--- config.mk ---
export PLATFORM = sky130hd
export DESIGN_NAME = interrupt_list_slot_injector_unit
export DESIGN_NICKNAME = d
export VERILOG_FILES = /design/src/design/ilsi_pkg.sv /design/src/design/ilsi_cell.sv /design/src/design/interrupt_list_slot_injector_unit.sv
export SDC_FILE = /design/constraint.sdc
export NUM_CORES = 2
export LEC_CHECK = 0
export BUFFER_PORTS_ARGS = -buffer_cell sky130_fd_sc_hd__buf_2
export CORE_MARGIN = 1
export CORE_UTILIZATION = 35
export CTS_BUF_LIST = sky130_fd_sc_hd__clkbuf_16
export CTS_CLUSTER_SIZE = 20
export DETAILED_ROUTE_END_ITERATION = 8
export SYNTH_ARGS = -nofsm -noshare
export SYNTH_HDL_FRONTEND = slang
export SYNTH_SLANG_ARGS = --single-unit
export TNS_END_PERCENT = 20
--- constraint.sdc ---
create_clock -name i_clk -period 12.8 [get_ports i_clk]
set_input_delay 2.56 -clock i_clk [delete_from_list [all_inputs] [get_ports i_clk]]
set_output_delay 2.56 -clock i_clk [all_outputs]
set_load 0.05 [all_outputs]
--- src/design/ilsi_pkg.sv ---
package ilsi_pkg;

    // Table geometry
    localparam int NUM_ENTRIES_DEF = 16;
    localparam int NUM_ENTRIES_MAX = 32;
    localparam int IDX_W           = 5;   // holds any entry number up to NUM_ENTRIES_MAX-1

    // Field widths
    localparam int OP_W     = 3;
    localparam int INTID_W  = 13;
    localparam int EIDX_W   = 4;
    localparam int WORD_W   = 64;
    localparam int STATUS_W = 2;
    localparam int SLOT_W   = 4;
    localparam int ACTIVE_W = 5;

    localparam logic [ACTIVE_W-1:0] ACTIVE_RST = 5'd16;

    // Operation codes
    localparam logic [OP_W-1:0] OP_LENIENT = 3'd0;
    localparam logic [OP_W-1:0] OP_HW      = 3'd1;
    localparam logic [OP_W-1:0] OP_STRICT  = 3'd2;
    localparam logic [OP_W-1:0] OP_WRITE   = 3'd3;
    localparam logic [OP_W-1:0] OP_READ    = 3'd4;

    // Status codes
    localparam logic [STATUS_W-1:0] ST_INJECTED = 2'd0;
    localparam logic [STATUS_W-1:0] ST_PRESENT  = 2'd1;
    localparam logic [STATUS_W-1:0] ST_FULL     = 2'd2;
    localparam logic [STATUS_W-1:0] ST_ACCESS   = 2'd3;

    // Entry layout constants
    localparam logic [7:0] VIRT_PRIO = 8'hA0;

    typedef struct packed {
        logic [OP_W-1:0]    op;
        logic [INTID_W-1:0] intid;
        logic [EIDX_W-1:0]  entry_index;
        logic [WORD_W-1:0]  entry_value;
    } t_in;

    typedef struct packed {
        logic [STATUS_W-1:0] status;
        logic [SLOT_W-1:0]   slot;
        logic [WORD_W-1:0]   read_data;
    } t_out;

    // Scan token handed from cell to cell
    typedef struct packed {
        logic               valid;
        logic [OP_W-1:0]    op;
        logic [INTID_W-1:0] intid;
        logic [IDX_W-1:0]   rd_idx;
        logic               dup_found;
        logic [IDX_W-1:0]   dup_idx;
        logic               free_found;
        logic [IDX_W-1:0]   free_idx;
        logic [WORD_W-1:0]  rdata;
    } t_tok;

    // Entry write command broadcast to the row
    typedef struct packed {
        logic              en;
        logic [IDX_W-1:0]  idx;
        logic [WORD_W-1:0] data;
    } t_wr;

    function automatic logic is_inject(input logic [OP_W-1:0] op);
        return (op == OP_LENIENT) || (op == OP_HW) || (op == OP_STRICT);
    endfunction

    // Pending, group 1, priority 0xA0, virtual number in 31:0
    function automatic logic [WORD_W-1:0] build_virtual(input logic [INTID_W-1:0] intid);
        return {2'b01, 1'b0, 1'b1, 4'b0, VIRT_PRIO, 16'b0, 19'b0, intid};
    endfunction

    // Pending, HW, group 1, priority 0, physical number in 44:32
    function automatic logic [WORD_W-1:0] build_hw(input logic [INTID_W-1:0] intid);
        return {2'b01, 1'b1, 1'b1, 4'b0, 8'b0, 3'b0, intid, 19'b0, intid};
    endfunction

endpackage

--- src/design/ilsi_cell.sv ---
module ilsi_cell
    import ilsi_pkg::*;
#(
    parameter int CELL_IDX = 0
) (
    input  logic                i_clk,
    input  logic                i_rst_n,
    input  logic [ACTIVE_W-1:0] i_active,
    input  t_tok                i_tok,
    input  t_wr                 i_wr,
    output t_tok                o_tok
);

    localparam logic [IDX_W-1:0] MY_IDX = IDX_W'(CELL_IDX);

    logic [WORD_W-1:0] r_entry;
    t_tok              r_tok;
    t_tok              n_tok;
    logic              in_scan;
    logic              ent_valid;
    logic              ent_holds;
    logic              lenient;

    assign in_scan   = (MY_IDX < i_active);
    assign ent_valid = (r_entry[63:62] != 2'b00);
    assign ent_holds = (r_entry[31:0] == {19'b0, i_tok.intid});
    assign lenient   = (i_tok.op == OP_LENIENT);

    // Stored entry: written by the addressed broadcast command
    always_ff @(posedge i_clk) begin
        if (!i_rst_n) begin
            r_entry <= '0;
        end else if (i_wr.en && (i_wr.idx == MY_IDX)) begin
            r_entry <= i_wr.data;
        end
    end

    // Token update as it passes this entry
    always_comb begin
        n_tok = i_tok;
        if (i_tok.valid && is_inject(i_tok.op) && in_scan) begin
            if (lenient) begin
                // first event along the row decides
                if (!i_tok.dup_found && !i_tok.free_found) begin
                    if (!ent_valid) begin
                        n_tok.free_found = 1'b1;
                        n_tok.free_idx   = MY_IDX;
                    end else if (ent_holds) begin
                        n_tok.dup_found = 1'b1;
                        n_tok.dup_idx   = MY_IDX;
                    end
                end
            end else begin
                if (ent_valid && ent_holds && !i_tok.dup_found) begin
                    n_tok.dup_found = 1'b1;
                    n_tok.dup_idx   = MY_IDX;
                end
                if (!ent_valid && !i_tok.free_found) begin
                    n_tok.free_found = 1'b1;
                    n_tok.free_idx   = MY_IDX;
                end
            end
        end
        if (i_tok.valid && (i_tok.op == OP_READ) && (i_tok.rd_idx == MY_IDX)) begin
            n_tok.rdata = r_entry;
        end
    end

    // Hand the token to the next cell; only the valid bit is reset
    always_ff @(posedge i_clk) begin
        if (!i_rst_n) begin
            r_tok.valid <= 1'b0;
        end else begin
            r_tok.valid <= n_tok.valid;
        end
        r_tok.op         <= n_tok.op;
        r_tok.intid      <= n_tok.intid;
        r_tok.rd_idx     <= n_tok.rd_idx;
        r_tok.dup_found  <= n_tok.dup_found;
        r_tok.dup_idx    <= n_tok.dup_idx;
        r_tok.free_found <= n_tok.free_found;
        r_tok.free_idx   <= n_tok.free_idx;
        r_tok.rdata      <= n_tok.rdata;
    end

    assign o_tok = r_tok;

endmodule

--- src/design/interrupt_list_slot_injector_unit.sv ---
// Interrupt list slot injector.
// Input channel (i_in_valid / o_in_stall / i_in_data) takes one request per
// transaction: a lenient, strict or hardware-linked inject of an interrupt
// number, or a direct write or read of one list entry. Each request gives
// exactly one result on the output channel (o_out_valid / i_out_stall /
// o_out_data): status, slot and read data.
// The entries sit in a row of NUM_ENTRIES cells. A scan token enters cell 0
// and moves one cell per cycle, collecting the first free entry, the first
// duplicate (for a lenient inject, only whichever of the two comes first)
// and any read data. When it leaves the last cell the controller decides,
// writes the chosen entry and loads the result holding register, which moves
// to the output register once that is free. One request is in flight at a
// time: the input stalls from acceptance until the result has moved there.
// A finished result waits in the output register while the receiver stalls;
// the next request is accepted meanwhile, and its result is held back until
// the output register is free.
// The configuration channel (i_cfg_valid / o_cfg_ready / i_cfg_data) sets
// the number of entries scanned by injects; the user must write it only when
// idle, not enforced by the block. Reset (synchronous, active low) clears every
// entry to free, sets the scanned count to 16 and empties the output register.
module interrupt_list_slot_injector_unit
    import ilsi_pkg::*;
#(
    parameter int NUM_ENTRIES = NUM_ENTRIES_DEF
) (
    input  logic                i_clk,
    input  logic                i_rst_n,
    input  logic                i_in_valid,
    output logic                o_in_stall,
    input  t_in                 i_in_data,
    output logic                o_out_valid,
    input  logic                i_out_stall,
    output t_out                o_out_data,
    input  logic                i_cfg_valid,
    output logic                o_cfg_ready,
    input  logic [ACTIVE_W-1:0] i_cfg_data
);

    typedef enum logic [2:0] {
        S_IDLE = 3'b001,
        S_SCAN = 3'b010,
        S_DONE = 3'b100
    } t_state;

    t_state            r_state;
    t_state            n_state;
    logic [ACTIVE_W-1:0] r_active;
    t_tok              tok [NUM_ENTRIES+1];
    t_tok              tok_in;
    t_tok              exit_tok;
    t_wr               wr;
    t_out              r_res;
    t_out              n_res;
    logic              r_out_valid;
    t_out              r_out;
    logic              in_acc;
    logic              out_free;
    logic [IDX_W-1:0]  ei_idx;
    logic              ei_ok;
    logic [31:0]       slot_wide;
    logic [WORD_W-1:0] inj_word;
    // Write data of an entry write waits here while the token travels
    logic [WORD_W-1:0] r_res_value;

    assign in_acc   = i_in_valid && !o_in_stall;
    assign out_free = !r_out_valid || !i_out_stall;
    assign o_in_stall  = (r_state != S_IDLE);
    assign o_cfg_ready = 1'b1;

    // Scanned entry count register
    always_ff @(posedge i_clk) begin
        if (!i_rst_n) begin
            r_active <= ACTIVE_RST;
        end else if (i_cfg_valid && o_cfg_ready) begin
            r_active <= i_cfg_data;
        end
    end

    // Fresh token into the first cell
    always_comb begin
        tok_in            = '0;
        tok_in.valid      = in_acc;
        tok_in.op         = i_in_data.op;
        tok_in.intid      = i_in_data.intid;
        tok_in.rd_idx     = IDX_W'(i_in_data.entry_index);
    end

    assign tok[0] = tok_in;

    // Row of entry cells
    for (genvar g = 0; g < NUM_ENTRIES; g++) begin : g_cell
        ilsi_cell #(
            .CELL_IDX (g)
        ) u_cell (
            .i_clk    (i_clk),
            .i_rst_n  (i_rst_n),
            .i_active (r_active),
            .i_tok    (tok[g]),
            .i_wr     (wr),
            .o_tok    (tok[g+1])
        );
    end

    assign exit_tok = tok[NUM_ENTRIES];

    // Final decision on the token leaving the row
    assign ei_idx   = IDX_W'(exit_tok.rd_idx);
    assign ei_ok    = ({27'b0, exit_tok.rd_idx} < 32'(NUM_ENTRIES));
    assign inj_word = (exit_tok.op == OP_HW) ? build_hw(exit_tok.intid)
                                             : build_virtual(exit_tok.intid);

    always_comb begin
        wr        = '0;
        n_res     = '0;
        slot_wide = '0;
        n_res.status = ST_ACCESS;
        if (is_inject(exit_tok.op)) begin
            if (exit_tok.dup_found) begin
                n_res.status = ST_PRESENT;
                slot_wide    = 32'(exit_tok.dup_idx);
            end else if (exit_tok.free_found) begin
                n_res.status = ST_INJECTED;
                slot_wide    = 32'(exit_tok.free_idx);
                wr.en        = exit_tok.valid && (r_state == S_SCAN);
                wr.idx       = exit_tok.free_idx;
                wr.data      = inj_word;
            end else begin
                n_res.status = ST_FULL;
            end
        end else if (exit_tok.op == OP_WRITE) begin
            slot_wide = 32'(exit_tok.rd_idx);
            wr.en     = exit_tok.valid && (r_state == S_SCAN) && ei_ok;
            wr.idx    = ei_idx;
            wr.data   = r_res_value;
        end else if (exit_tok.op == OP_READ) begin
            slot_wide       = 32'(exit_tok.rd_idx);
            n_res.read_data = exit_tok.rdata;
        end
        n_res.slot = slot_wide[SLOT_W-1:0];
    end

    always_ff @(posedge i_clk) begin
        if (in_acc) begin
            r_res_value <= i_in_data.entry_value;
        end
    end

    // Sequencer
    always_comb begin
        n_state = r_state;
        unique case (r_state)
            S_IDLE: begin
                if (in_acc) begin
                    n_state = S_SCAN;
                end
            end
            S_SCAN: begin
                if (exit_tok.valid) begin
                    n_state = S_DONE;
                end
            end
            S_DONE: begin
                if (out_free) begin
                    n_state = S_IDLE;
                end
            end
            default: n_state = S_IDLE;
        endcase
    end

    always_ff @(posedge i_clk) begin
        if (!i_rst_n) begin
            r_state <= S_IDLE;
        end else begin
            r_state <= n_state;
        end
    end

    // Result holding register
    always_ff @(posedge i_clk) begin
        if ((r_state == S_SCAN) && exit_tok.valid) begin
            r_res <= n_res;
        end
    end

    // Output register
    always_ff @(posedge i_clk) begin
        if (!i_rst_n) begin
            r_out_valid <= 1'b0;
        end else if ((r_state == S_DONE) && out_free) begin
            r_out_valid <= 1'b1;
        end else if (!i_out_stall) begin
            r_out_valid <= 1'b0;
        end
    end

    always_ff @(posedge i_clk) begin
        if ((r_state == S_DONE) && out_free) begin
            r_out <= r_res;
        end
    end

    assign o_out_valid = r_out_valid;
    assign o_out_data  = r_out;

endmodule

## Word-level counts from Yosys, hierarchy flattened

Cells that the tools add are included.
W data, S select, Z words.

| storage, ports and cells | value |
|---|---|
| memories kept | 0 |
| input bits | 94 |
| bits in writable memories | 0 |
| latch bits | 0 |
| ROM bits | 0 |
| register bits after elaboration | 2788 |
| word-level logic and storage cells | 720 |
| output and inout bits | 73 |

| operators by class | value |
|---|---|
| order comparisons | 17 |
| equal/unequal tests | 106 |
| bitwise gates (word level) | 2 |
| reduce and logical (&&, ||, !) cells | 266 |
| multipliers | 0 |
| divide/modulo/power cells | 0 |
| shift operators | 0 |
| add/subtract/negate cells | 0 |
| multiplexer cells | 158 |

Operators by type and width:

| cell | count |
|---|---|
| $mux W64 | 15 |
| $mux W12 | 46 |
| $eq A32 B13 Y1 | 16 |
| $mux W6 | 79 |
| $mux W70 | 4 |
| $logic_and A1 B1 Y1 | 145 |
| $mux W62 | 1 |
| $eq A3 B2 Y1 const B | 19 |
| $eq A3 B1 Y1 const B | 18 |
| $eq A3 B3 Y1 const B | 18 |
| $logic_not A3 Y1 | 17 |
| $logic_not A1 Y1 | 48 |
| $eq A5 B4 Y1 const B | 8 |
| $lt A4 B5 Y1 const A | 8 |
| $logic_or A1 B1 Y1 | 35 |
| $eq A4 B4 Y1 const B | 8 |
| $reduce_bool A2 Y1 | 16 |
| $eq A5 B3 Y1 const B | 4 |
| $lt A3 B5 Y1 const A | 4 |
| $mux W4 | 5 |
| $eq A4 B3 Y1 const B | 4 |
| $eq A5 B2 Y1 const B | 2 |
| $logic_not A5 Y1 | 2 |
| $lt A1 B5 Y1 const A | 2 |
| 16 further kinds | 25 |

## Depth between registers and ports, before layout

| logic depth | value |
|---|---|
| depth in word-level cells | 7 |
| mapped depth | 10 |
| depth with buffers taken out | 5 |

## By module

From an unflattened synthesis, not the netlist that was laid out.

| second synthesis, totals | value |
|---|---|
| cell total of the unflattened synthesis | 8443 |
| area total of the unflattened synthesis | 97587.3 sq um |

By module, submodules not included:

| module | cells an instance | area an instance (sq um) | instances | sequential area each (sq um) |
|---|---|---|---|---|
| interrupt_list_slot_injector_unit | 418 | 7707.4 | 1 | 6306.0 |
| ilsi_cell at g_cell[9].u_cell | 508 | 5813.1 | 1 | 3243.1 |
| ilsi_cell at g_cell[8].u_cell | 499 | 5778.0 | 1 | 3243.1 |
| ilsi_cell at g_cell[2].u_cell | 499 | 5774.3 | 1 | 3243.1 |
| ilsi_cell at g_cell[0].u_cell | 500 | 5765.5 | 1 | 3243.1 |
| ilsi_cell at g_cell[12].u_cell | 500 | 5760.5 | 1 | 3243.1 |
| ilsi_cell at g_cell[6].u_cell | 499 | 5760.5 | 1 | 3243.1 |
| ilsi_cell at g_cell[14].u_cell | 500 | 5758.0 | 1 | 3243.1 |
| ilsi_cell at g_cell[13].u_cell | 502 | 5714.2 | 1 | 3243.1 |
| ilsi_cell at g_cell[1].u_cell | 503 | 5561.6 | 1 | 3243.1 |
| ilsi_cell at g_cell[4].u_cell | 510 | 5514.0 | 1 | 3243.1 |
| ilsi_cell at g_cell[11].u_cell | 502 | 5461.5 | 1 | 3243.1 |
| ilsi_cell at g_cell[3].u_cell | 498 | 5454.0 | 1 | 3243.1 |
| ilsi_cell at g_cell[5].u_cell | 503 | 5452.7 | 1 | 3243.1 |
| +3 rows | n/a | n/a | n/a | n/a |

## Worst setup path before layout

OpenSTA, ideal clock, no wires.

| timing | value |
|---|---|
| kind | input -> register |
| start | input i_in_valid |
| end | register g_cell[0].u_cell.r_tok, in the netlist g_cell[0].u_cell.o_tok[10] |
| stages | 5 |
| arrival | 10303 ps |
| path buffers | 1 |
| required time | 12741 ps |
| slack | 2438 ps |
| library setup time | 59 ps |
| cells stage by stage | nor4bb_1 -> nand2_1 -> nor4b_2 -> clkbuf_1 -> and2_1 |

| between the ends | value |
|---|---|
| longest elaborated chain between the ends | 3 |

RTL lines:

| element | RTL line | RTL |
|---|---|---|
| from (decl) | interrupt_list_slot_injector_unit.sv:28 | `input logic i_in_valid,` |
| $logic_and A1 B1 Y1 | interrupt_list_slot_injector_unit.sv:65 | `assign in_acc = i_in_valid && !o_in_stall;` |
| $logic_and A1 B1 Y1 (2 in series) | ilsi_cell.sv:64 | `if (i_tok.valid && (i_tok.op == OP_READ) && (i_tok.rd_idx == MY_IDX)) begin` |
| to (decl) | ilsi_cell.sv:17 | `t_tok r_tok;` |

Every way passes these cells.
A chain may end at the register's enable or synchronous reset.

==> summary.md <==
| Metric | Value |
|---|---|
| Commonest cells after routing, fill and taps aside | sky130_fd_sc_hd__dfxtp_1 (2523), sky130_fd_sc_hd__mux2_2 (960), sky130_fd_sc_hd__nand3_1 (541) |
| CP endpoint kind | flop |
| Sequential-to-total area share from yosys stat | 0.640 |
| WL met3 | 9340 um |
| Highest layer used for signal routing | met5 |
| Slew headroom | 0.109 |
| Count of cell types in the netlist | 63 |
| Die area | 255000 sq um |
| Post-synth top area cell | sky130_fd_sc_hd__dfxtp_1 |
| Post-CTS setup buffer count | 0 |
| Met2 wire length | 90200 um |
| Measured slew at the worst slew-check pin | 1340 ps |
| Max-cap viol count | 0 |
| Wirelength per Cell | 18.8 um |
| Critical path fanouts, max | 257 |
| Number of instances in the placed design | 10400 |
| WP buf/inv | 4 |
| Global route overflow | 0 |
| Area growth syn-to-layout | 14.1% |
| Hold_sp | g_cell[2].u_cell.o_tok[79] |
| Register clock-pin slew on the reported worst setup and hold paths | 60 ps |
| Setup skew after layout | 74.1 ps |
| Yosys Warn Count | 0 |
| Syn Area/Cell | 12.1 sq um |
| Post-route DRC | 0 |
| Max stage delay cell, worst path | sky130_fd_sc_hd__buf_4 |
| Met1 layer wirelength in the final routing | 98700 um |
| I/O pin cnt | 167 |
| Highest clock frequency the design can meet | 172 MHz |
| Final critical-path share of the clock period | 0.455 |
| Worst hold path type | flop to flop |
| Number of CTS-inserted buffers | 296 |
| Hold Path Stages | 0 |
| Number of synthesized flops with an enable pin | 204 |
| Maximum vdd drop | 0.130 mV |
| DP HPWL | 133000 um |
| Setup Crit Path Kind | primary input to flop |
| Iteration-0 DRC count of the detailed router | 2932 |
| Pleak | 39.6 nW |
| Endpoint of the most critical register-to-register path | g_cell[2].u_cell.r_entry[2] |
| Logic depth of the worst register-to-register path | 7 |
| Minimum period implied by the final worst setup slack | 5830 ps |
| Vias per cell | 4.79 |
| Delay of the slowest cell on the worst path | 980 ps |
| Type of origin of the critical path | primary input |
| Number of antenna violations at the first check in global routing | 23 |
| Buffers from clock root to sink, at most | 4 |
| Setup repair after global routing missed its margin | no |
| Most prevalent standard cell on the critical path | sky130_fd_sc_hd__buf_4 |
| Clock tree from TritonCTS | done |
| Final Wtd Congestion | 0.837 |
| Run status | completed |
| Hold_buf cts | 0 |
| Fraction of synthesized cell area taken by the top area cell type | 0.571 |
| Vias after detailed routing | 52000 |
| Most common library cell in the layout ignoring fill and taps | sky130_fd_sc_hd__dfxtp_1 |
| Die span in y | 505 um |
| Area of all sequential standard cells | 56600 sq um |
| Cells traversed along the worst timing path | buf_8 > buf_4 > buf_4 > buf_12 > nand3_1 > o21ai_0 |
| Number of storage elements in the synthesis netlist | 2727 |
| Root buffer cell | sky130_fd_sc_hd__clkbuf_16 |
| Synth async-reset ratio | 0 |
| Cell Pwr Density | 166 nW/um^2 |
| Share of the core filled with cells | 0.402 |
| Cts repair resizes | 0 |
| Min Hold Slack | 329 ps |
| First-pass GRT wire length | 315000 um |
| Number of optimization iterations in the first detailed-route pass | 5 |
| Cell area after technology mapping | 88400 sq um |
| Pin count of the biggest net entering global routing | 258 |
| Final number of hold-violating endpoints | 0 |
| Multi-input gate area | 29700 sq um |
| Most instantiated flip-flop cell in the synthesis netlist | sky130_fd_sc_hd__dfxtp_1 |
| H-tree Lvls | 5 |
| Data required time at the worst endpoint | 13620 ps |
| Arrival time of the worst setup path | 6650 ps |
| # rows | 184 |
| Final cell count without fillers | 10900 |
| Number of I/O port buffers | 165 |
| Core area | 251000 sq um |
| Family with the most delay on the worst path | buffers and inverters |
| Floorplan die width | 505 um |
| Later-pin clock latency in the skew report | 930 ps |
| Number of endpoints failing setup at the final stage | 0 |
| Final #Nets | 7416 |
| Slew Viols, Final | 0 |
| Final antenna-violating net count | 0 |
| Total of fill cells in the finished design | 23400 |
| Clock Sink Count | 2727 |
| Synth area leaders | sky130_fd_sc_hd__dfxtp_1 (57%), sky130_fd_sc_hd__mux2_2 (12%), sky130_fd_sc_hd__edfxtp_1 (6.9%) |
| Syn_nets | 7389 |
| Final Routed Wirelength | 204000 um |
| Share of post-route cells with drive strength above 1 | 0.255 |
| Endpoint of the worst hold path | g_cell[3].u_cell.o_tok[79] |
| FF-to-FF setup slack | 8670 ps |
| Effective utilization at floorplan | 0.352 |
| Global router's overall resource usage | 0.157 |
| Overall power of the completed layout | 16.7 mW |
| Cells after synthesis | 7295 |
| Setup TNS after final layout | 0 ps |
| Reg-to-Reg Start | g_cell[15].u_cell.o_tok[95] |
| Number of global-route vias before repair | 52500 |
synth_stat cells (6+ instances only):
| master | count |
|---|---|
| sky130_fd_sc_hd__or4_1 | 8 |
| sky130_fd_sc_hd__mux2i_1 | 261 |
| sky130_fd_sc_hd__and4b_1 | 9 |
| sky130_fd_sc_hd__buf_1 | 74 |
| sky130_fd_sc_hd__xor2_1 | 55 |
| sky130_fd_sc_hd__mux2_2 | 960 |
| sky130_fd_sc_hd__xnor2_1 | 153 |
| sky130_fd_sc_hd__buf_4 | 19 |
| sky130_fd_sc_hd__buf_6 | 7 |
| sky130_fd_sc_hd__inv_1 | 14 |
| sky130_fd_sc_hd__nor4b_1 | 7 |
| sky130_fd_sc_hd__nand2b_1 | 28 |
| sky130_fd_sc_hd__nand3b_1 | 6 |
| sky130_fd_sc_hd__and2_1 | 156 |
| sky130_fd_sc_hd__a31o_2 | 250 |
| sky130_fd_sc_hd__nor4_1 | 85 |
| sky130_fd_sc_hd__a21oi_1 | 18 |
| sky130_fd_sc_hd__nand4_1 | 81 |
| sky130_fd_sc_hd__buf_2 | 30 |
| sky130_fd_sc_hd__nor4bb_1 | 9 |
| sky130_fd_sc_hd__nor2b_1 | 34 |
| sky130_fd_sc_hd__o21ai_0 | 531 |
| sky130_fd_sc_hd__nand2_1 | 351 |
| sky130_fd_sc_hd__or2_2 | 65 |
| sky130_fd_sc_hd__clkbuf_1 | 381 |
| sky130_fd_sc_hd__dfxtp_1 | 2523 |
| sky130_fd_sc_hd__nor2_1 | 279 |
| sky130_fd_sc_hd__a2111oi_0 | 13 |
| sky130_fd_sc_hd__a32o_1 | 29 |
| sky130_fd_sc_hd__nor3_1 | 37 |
| sky130_fd_sc_hd__nand3_1 | 541 |
| sky130_fd_sc_hd__edfxtp_1 | 204 |
final cells by class:
type	count	area share
Antenna cell	4	0.0000992
Clock buffer	307	0.0762
Clock inverter	193	0.0112
Inverter	14	0.000521
Multi-Input combinational cell	4043	0.295
Sequential cell	2727	0.561
Tap cell	3348	0.0415
Timing Repair Buffer	240	0.0143
cells by family (layout without fill, tap and decap cells):
| logic type | count (synthesis) | count (layout) | synth area share |
|---|---|---|---|
| muxes | 1221 | 1221 | 0.152 |
| xor gates and xnor gates | 208 | 208 | 0.0206 |
| DFF | 2727 | 2727 | 0.640 |
| other | 1 | 5 | 0.0000424 |
| and+or+nand+nor | 1722 | 1722 | 0.0979 |
| buffers and inverters | 525 | 754 | 0.0241 |
| AOI/OAI and AO/OA | 891 | 891 | 0.0651 |
metal layers:
layer | global-route usage | up-vias
li1 | - | 25600
met1 | 0.215 | 25000
met2 | 0.247 | 1069
met3 | 0.0293 | 353
met4 | 0.0534 | 26
met5 | 0 | -
registers in the layout (all words and copies together) (netlist names):
register / cells
r_res_value: 64
r_state: 3
o_out_data: 70
g_cell.u_cell.r_entry: 1024
r_active: 5
r_res: 70
g_cell.u_cell.o_tok: 1490
o_out_valid: 1
report_power, final:
group,switching (mW),internal [mW],total [mW],leakage (nW)
Sequential,0.0668,8.67,8.73,22.6
Clock,3.24,4.53,7.76,4.56
Combinational,0.165,0.0602,0.225,12.5
per-stage QoR:
step | instance area (sq um) | setup WS, ps
6_report | 101000 | 6970
4_1_cts | 101000 | 7180
3_3_place_gp | 92100 | 6300
3_5_place_dp | 92100 | 6190
5_1_grt | 101000 | 6820
2_1_floorplan | 88400 | 2440
how the worst max path moves through the flow:
stage	cells past startpoint	slack, ps	startpoint	endpoint
floorplan	5	2440	i_in_valid	g_cell[0].u_cell.o_tok[10]
global placement	6	6300	i_rst_n	g_cell[0].u_cell.r_entry[4]
detailed placement	6	6190	i_rst_n	g_cell[0].u_cell.r_entry[4]
CTS	6	7180	i_rst_n	g_cell[0].u_cell.r_entry[4]
global route	6	6820	i_rst_n	g_cell[4].u_cell.r_entry[15]
finish	6	6970	i_rst_n	g_cell[4].u_cell.r_entry[20]
Note: power is estimated with default switching activity, not from simulation.
